<file path="src/design/nac_pkg.sv">
package nac_pkg;

	localparam int SAMPLE_W     = 32;
	localparam int LAG_W        = 18;
	localparam int CORR_W       = 32;
	localparam int NUM_LAGS_W   = 7;
	localparam int LAG_STEP_W   = 12;
	localparam int CFG_IDX_W    = 1;
	localparam int CFG_DATA_W   = 12;

	localparam int DEF_MAX_SAMPLES = 4096;
	localparam int DEF_MAX_LAGS    = 64;

	// configuration register indexes
	localparam logic [CFG_IDX_W-1:0] REG_NUM_LAGS = 1'd0;
	localparam logic [CFG_IDX_W-1:0] REG_LAG_STEP = 1'd1;

	localparam logic [NUM_LAGS_W-1:0] RST_NUM_LAGS = 7'd64;
	localparam logic [LAG_STEP_W-1:0] RST_LAG_STEP = 12'd1;

	// saturation limits of the q4.28 result
	localparam logic [CORR_W-1:0] CORR_POS_MAX = 32'h7FFF_FFFF;
	localparam logic [CORR_W-1:0] CORR_NEG_MAX = 32'h8000_0000;

	typedef struct packed {
		logic signed [SAMPLE_W-1:0] sample;
		logic                       last;
	} nac_in_t;

	typedef struct packed {
		logic [LAG_W-1:0]         lag_samples;
		logic signed [CORR_W-1:0] correlation;
		logic                     invalid;
		logic                     final_result;
	} nac_out_t;

endpackage

</file>
<file path="src/design/nac_div.sv">
module nac_div import nac_pkg::*; #(
	parameter int W = 64
) (
	input  logic         clk,
	input  logic         arst_n,
	input  logic         start,
	input  logic [W-1:0] num,
	input  logic [W-1:0] den,
	output logic         done,
	output logic [W-1:0] quo,
	output logic [W-1:0] rem
);

	localparam int CNT_W = $clog2(W + 1);

	logic [CNT_W-1:0] cnt_q;
	logic             busy_q;
	logic             done_q;
	logic [W-1:0]     n_q;
	logic [W-1:0]     r_q;
	logic [W-1:0]     d_q;
	logic [W:0]       r_shift;
	logic             q_bit;

	// one restoring step: shift in the next numerator bit, subtract if it fits
	always_comb begin
		r_shift = {r_q, n_q[W-1]};
		q_bit   = (r_shift >= {1'b0, d_q});
	end

	always_ff @(posedge clk or negedge arst_n) begin
		if (!arst_n) begin
			busy_q <= 1'b0;
			done_q <= 1'b0;
			cnt_q  <= '0;
		end else begin
			done_q <= 1'b0;
			if (start) begin
				busy_q <= 1'b1;
				cnt_q  <= CNT_W'(W);
			end else if (busy_q) begin
				cnt_q <= cnt_q - 1'b1;
				if (cnt_q == CNT_W'(1)) begin
					busy_q <= 1'b0;
					done_q <= 1'b1;
				end
			end
		end
	end

	// datapath, no reset needed
	always_ff @(posedge clk) begin
		if (start) begin
			n_q <= num;
			r_q <= '0;
			d_q <= den;
		end else if (busy_q) begin
			n_q <= {n_q[W-2:0], q_bit};
			r_q <= q_bit ? W'(r_shift - {1'b0, d_q}) : r_shift[W-1:0];
		end
	end

	assign done = done_q;
	assign quo  = n_q;
	assign rem  = r_q;

endmodule

</file>
<file path="config.mk">
export PLATFORM = sky130hd
export DESIGN_NAME = nac_div
export DESIGN_NICKNAME = d
export VERILOG_FILES = /design/src/design/nac_pkg.sv /design/src/design/nac_div.sv
export SDC_FILE = /design/constraint.sdc
export NUM_CORES = 1
export LEC_CHECK = 0
export BUFFER_PORTS_ARGS = -buffer_cell sky130_fd_sc_hd__buf_4
export CAP_MARGIN = 20
export CORE_MARGIN = 4
export CORE_UTILIZATION = 55
export DETAILED_ROUTE_END_ITERATION = 12
export PLACE_DENSITY = 0.81
export SLEW_MARGIN = 20
export SYNTH_ARGS = -nofsm -noshare
export SYNTH_HDL_FRONTEND = slang
export SYNTH_SLANG_ARGS = --single-unit
</file>
<file path="constraint.sdc">
create_clock -name clk -period 6.3 [get_ports clk]
set_clock_uncertainty 0.15 [all_clocks]
set_input_delay 1.26 -clock clk [delete_from_list [all_inputs] [get_ports clk]]
set_output_delay 1.26 -clock clk [all_outputs]
set_load 0.05 [all_outputs]
</file>
# == Word level (Yosys, flattened, before mapping) ==
# Cells that the tools add are included.
# op_classes
n_lt_le_gt_ge,1
eq_ne,1
n_reduce_logical,1
addsub,2
muxes,11
# ops
cell,count
two-way mux 64 bit,3
greater-or-equal comparator 65 x 64 -> 1 bit,1
subtractor 64 bit,1
two-way mux 7 bit,2
equality test 7 x 1 -> 1 bit (second input constant),1
subtractor 7 x 1 -> 7 bit (second input constant),1
two-way mux 1 bit,6
nonzero test 2 bit,1
# word_totals
elab_cells,22
regBits,201

# == Longest topological paths before layout ==
# logic_depth
word_depth,4
mapped_depth,14
depth_no_buf,14

# == Worst setup path after synthesis ==
# OpenSTA, ideal clock, no wires.
# synth_timing
kind,flip-flop to flip-flop
from,"reg r_q[6], in the netlist rem[6]"
to,"reg r_q[59], in the netlist rem[59]"
synth_period_minus_slack_ns,3.557
t_required_ns,6.059
setup_ns,0.091
path_slack_ns,2.743
arrival_ns,3.316
path_stages_with_launch,13
cell_sequence,dfxtp_1 -> ha_1 -> clkbuf_1 -> nand3_1 -> or3_1 -> a21o_1 -> a31oi_4 -> a311oi_4 -> o41ai_4 -> nand3_1 -> nand2_1 -> mux2_2 -> a311oi_1
# synth_via
elab_chain_len,2
elab_cells_between_ends,3
# synth_lines
item,line,text
start: declaration,nac_div.sv:20,logic [W-1:0] r_q;
start signal: assignment,nac_div.sv:59,"r_q <= q_bit ? W'(r_shift - {1'b0, d_q}) : r_shift[W-1:0];"
subtractor 64 bit / greater-or-equal comparator 65 x 64 -> 1 bit (equally long branches),"nac_div.sv:59, nac_div.sv:28",
two-way mux 64 bit *,nac_div.sv:59,
# Mark *: on every way between the ends. The rest lies on a longest branch, timed or not.
# A chain may end at the register's enable or synchronous reset.

# == Final worst setup path ==
# layout_timing
from,reg d_q[8]
to,"reg r_q[59], in the netlist rem[59]"
# layout_via
elab_chain_len,2
elab_cells_between_ends,3
# layout_lines
item,line,text
start: declaration,nac_div.sv:21,logic [W-1:0] d_q;
start signal: assignment,nac_div.sv:56,d_q <= den;
subtractor 64 bit / greater-or-equal comparator 65 x 64 -> 1 bit (equally long branches),"nac_div.sv:59, nac_div.sv:28",
two-way mux 64 bit *,nac_div.sv:59,
# Marks and branches as above.

==> key figures <==
Floorplanning
  • Ports: 260
  • Starting Density: 0.561
  • Core ar.: around 21000 um2
  • Die W: 155 um
  • DIE AREA: 23900 um2
  • Die Span Y: approximately 150 um
  • # rows: 53

Global route
  • Gr usage total: 0.261
  • Initial antenna violation count: 0
  • Vias in the first global route: roughly 9800
  • Pin count of the biggest net entering global routing: 91
  • Aggregate global routing overflow: 0
  • First-pass GRT wire length: 51000 um

STA
  • Unrepaired setup endpoints after global routing: no
  • Min Tclk post-route: 4360 ps
  • Hold Vio Cnt, Final: 0
  • Crit share post-route: 0.692
  • Min Hold Slack: roughly 350 ps
  • Max Clk Rate: 229 MHz
  • Slew @ Worst Pin: 944 ps
  • Max-slew violations: 0
  • Setup_tns: 0 ps
  • Setup Viol. Count Final: 0
  • Relative slew slack: 0.371

Job
  • Max Cap Viol: 0

Finish
  • Fin util: 0.697
  • Layout area overhead: 24.3%
  • Share of cells above drive strength 1: 0.268
  • Antenna Cells: 0
  • Multi-input logic area: 5880 um2
  • Seq. cell area: 5350 um2
  • Layout Cells excl Fill: 1727
  • Fill cells: 1647
  • Nets: 1633

CTS
  • Postcts setup bufs: 0
  • Clock transition at the registers of the reported paths: 60 ps
  • Hold-fix buffers, CTS: 0
  • CTS max path bufs: 3
  • H-tree depth: 1
  • TritonCTS clock tree: yes
  • Post-cts resize count: 0
  • Clk sink count: between 200 and 250
  • Num CTS Buffers: 23
  • CTS Root Cell: clkbuf_16
  • Clk_lat worst skew: about 520 ps

Yosys
  • Yosys reg bits: about 200
  • Top_reg_cell synth: edfxtp_1
  • Mean Syn Cell Area: roughly 10 um2
  • Number of flops mapped to enable cells by yosys: 128
  • Post-Syn Nets: 1410
  • Post-Syn Area: 11800 um2
  • Post-Syn Instances: roughly 1200
  • Sequential area share after synthesis: 0.452
  • Ranking of synthesized cells by area: edfxtp_1 33%, dfxtp_1 11%, ha_1 7.0%, mux2_2 6.2%, nand2_1 4.5%
  • Top-area cell type share of the netlist area: 0.325
  • Post-synth cell types: 80
  • Asr flop ratio synth: 0.0448
  • Synth warn: 0
  • Post-synth top area cell: edfxtp_1

Placement
  • Dpl hpwl: around 24000 um
  • GPL Wtd Cong: just under 1
  • Placed Instances: 1685
  • IO Port Bufs: 259

Worst setup path
  • R2r endpoint: rem[59]$_SDFFE_PP0P_
  • FF-to-FF Start: d_q[8]$_DFFE_PP_
  • Worst-case reg-to-reg path depth: 13
  • WP data arrival: ~4500 ps
  • Crit path cell chain: inv_1 -> ha_1 -> nand4_1 -> or3_1 -> a21o_1 -> a31oi_4 -> a31oi_2 -> o21a_2 -> o21ai_4 -> buf_4 -> mux2_1 -> mux2i_1 -> a311oi_1
  • Setup crit end: rem[59]$_SDFFE_PP0P_
  • Reg2reg setup slack: around 1900 ps
  • Worst Setup SP: d_q[8]$_DFFE_PP_
  • Worst setup SP type: flop
  • CP max-delay cell: o21ai_4
  • Type of the worst setup path: flop to flop
  • Critical Path Max Stage Delay: 670 ps
  • CP Capture Type: flop
  • CP required: 6480 ps
  • CP max FO: 30

Detailed routing
  • Wire length per cell: 18.6 um
  • Wirelength, routed: 32100 um
  • Initial detailed-routing violation count: 571
  • Via count: between 9000 and 10000
  • First-pass DRT Iterations: 5
  • DRC: 0
  • Antenna-violating nets left: 0
  • Vias per cell: 5.77

Worst hold path
  • Min-Delay Path Depth: 2
  • Hold WC Path Type: flop to flop

Power
  • Pwr/cell area: 498 nW/um2
  • P_leak: 6.54 nW
  • Maximum vdd ir drop: approximately 260 uV

Status
  • Status: finished, final reports clean
## worst min path at each step
stage,start,endpoint,slack (ps)
2_1_floorplan,cnt_q[6]$_DFFE_PN0P_,busy_q$_DFF_PN0_,350
3_3_place_gp,rem[10]$_SDFFE_PP0P_,rem[10]$_SDFFE_PP0P_,330
3_5_place_dp,rem[10]$_SDFFE_PP0P_,rem[10]$_SDFFE_PP0P_,350
4_1_cts,rem[10]$_SDFFE_PP0P_,rem[10]$_SDFFE_PP0P_,350
5_1_grt,rem[10]$_SDFFE_PP0P_,rem[10]$_SDFFE_PP0P_,380
6_report,rem[10]$_SDFFE_PP0P_,rem[10]$_SDFFE_PP0P_,350
## metal layers
metal  vias up  track usage  wire length (um)
met2       374        0.457             15900
met5         -            0                 0
met3        47       0.0716              2780
li1       4856            -                 -
met4         0       0.0526               628
met1      4696        0.324             12800
## cell type report
class,count,share of cell area
multi-input cells,855,0.400
flip-flops and latches,201,0.364
repair buffers,266,0.136
clock buffers,26,0.0406
well taps,275,0.0234
inverters,88,0.0225
clock inverters,16,0.0131
## sequential cells by signal (all words and copies together), names as in the netlist
signal,count
cnt_q,7
busy_q,1
done,1
d_q,64
rem,64
quo,64
## stage by stage
step | total power [mW] | setup slack [ps] | instance area [um2]
6_report | 7.32 | 1940 | 14700
5_1_grt | 7.77 | 1620 | 14700
4_1_cts | 7.34 | 1950 | 14700
3_5_place_dp | 5.90 | 1970 | 13900
3_3_place_gp | 5.85 | 2070 | 13900
2_1_floorplan | 4.86 | 2740 | 11800
## synthesized netlist by cell type, types with 2 or more instances
cell type	instances
o21bai_1	10
a211o_1	4
dfxtp_1	64
mux2i_1	6
edfxtp_1	128
nand2_1	143
xor2_1	20
nor2b_1	3
and3_1	7
a32oi_1	3
a211oi_1	9
o311ai_1	2
nor4b_1	2
a31o_2	3
a21o_1	36
o21ai_1	3
nand2b_1	8
a31oi_1	8
a221oi_1	4
and2_1	4
buf_2	10
dfrtp_1	9
nor3_1	17
o21ai_0	59
o21a_1	7
clkbuf_1	57
ha_1	66
mux2_2	65
nor3b_1	5
nand4_1	23
o31ai_1	7
a22oi_1	5
a21boi_0	2
a21oi_1	91
a311oi_1	35
inv_1	88
o31a_1	2
o211ai_1	4
nor4_1	3
nand3_1	15
and4_1	2
nor2_1	89
xnor2_1	40
or3_1	8
## logic make-up (layout without fill, tap and decap cells)
logic type	Yosys count	in the layout	share of synthesized area
and+or+nand+nor	337	337	0.129
AOI/OAI and AO/OA	319	319	0.184
xor gates and xnor gates	60	60	0.0444
buffers and inverters	156	396	0.0509
muxes	72	72	0.0679
adders and majority gates	67	67	0.0715
DFF	201	201	0.452
## critical path: cells and delay by family (launching register included)
kind	cells	cell delay [ps]
compound gates	6	1780
fa+ha+maj	1	380
buf+inv	2	480
flops	1	320
mux	2	490
simple gates	2	560
## cells in the final DEF (no fill, tap or decap), types with 35 or more instances in the layout
master,instances
ha_1,66
nor2_1,88
xnor2_1,40
edfxtp_1,128
nand2_1,143
a21o_1,36
dfxtp_1,64
buf_4,265
o21ai_0,59
a21oi_1,91
mux2_2,65
inv_1,87
a311oi_1,35
## power breakdown
group | internal (mW) | switching [mW] | total, mW
registers | 1.73 | 0.293 | 2.02
clock network | 0.849 | 0.546 | 1.39
logic | 1.36 | 2.55 | 3.91
(Power assumes the default switching activity.)
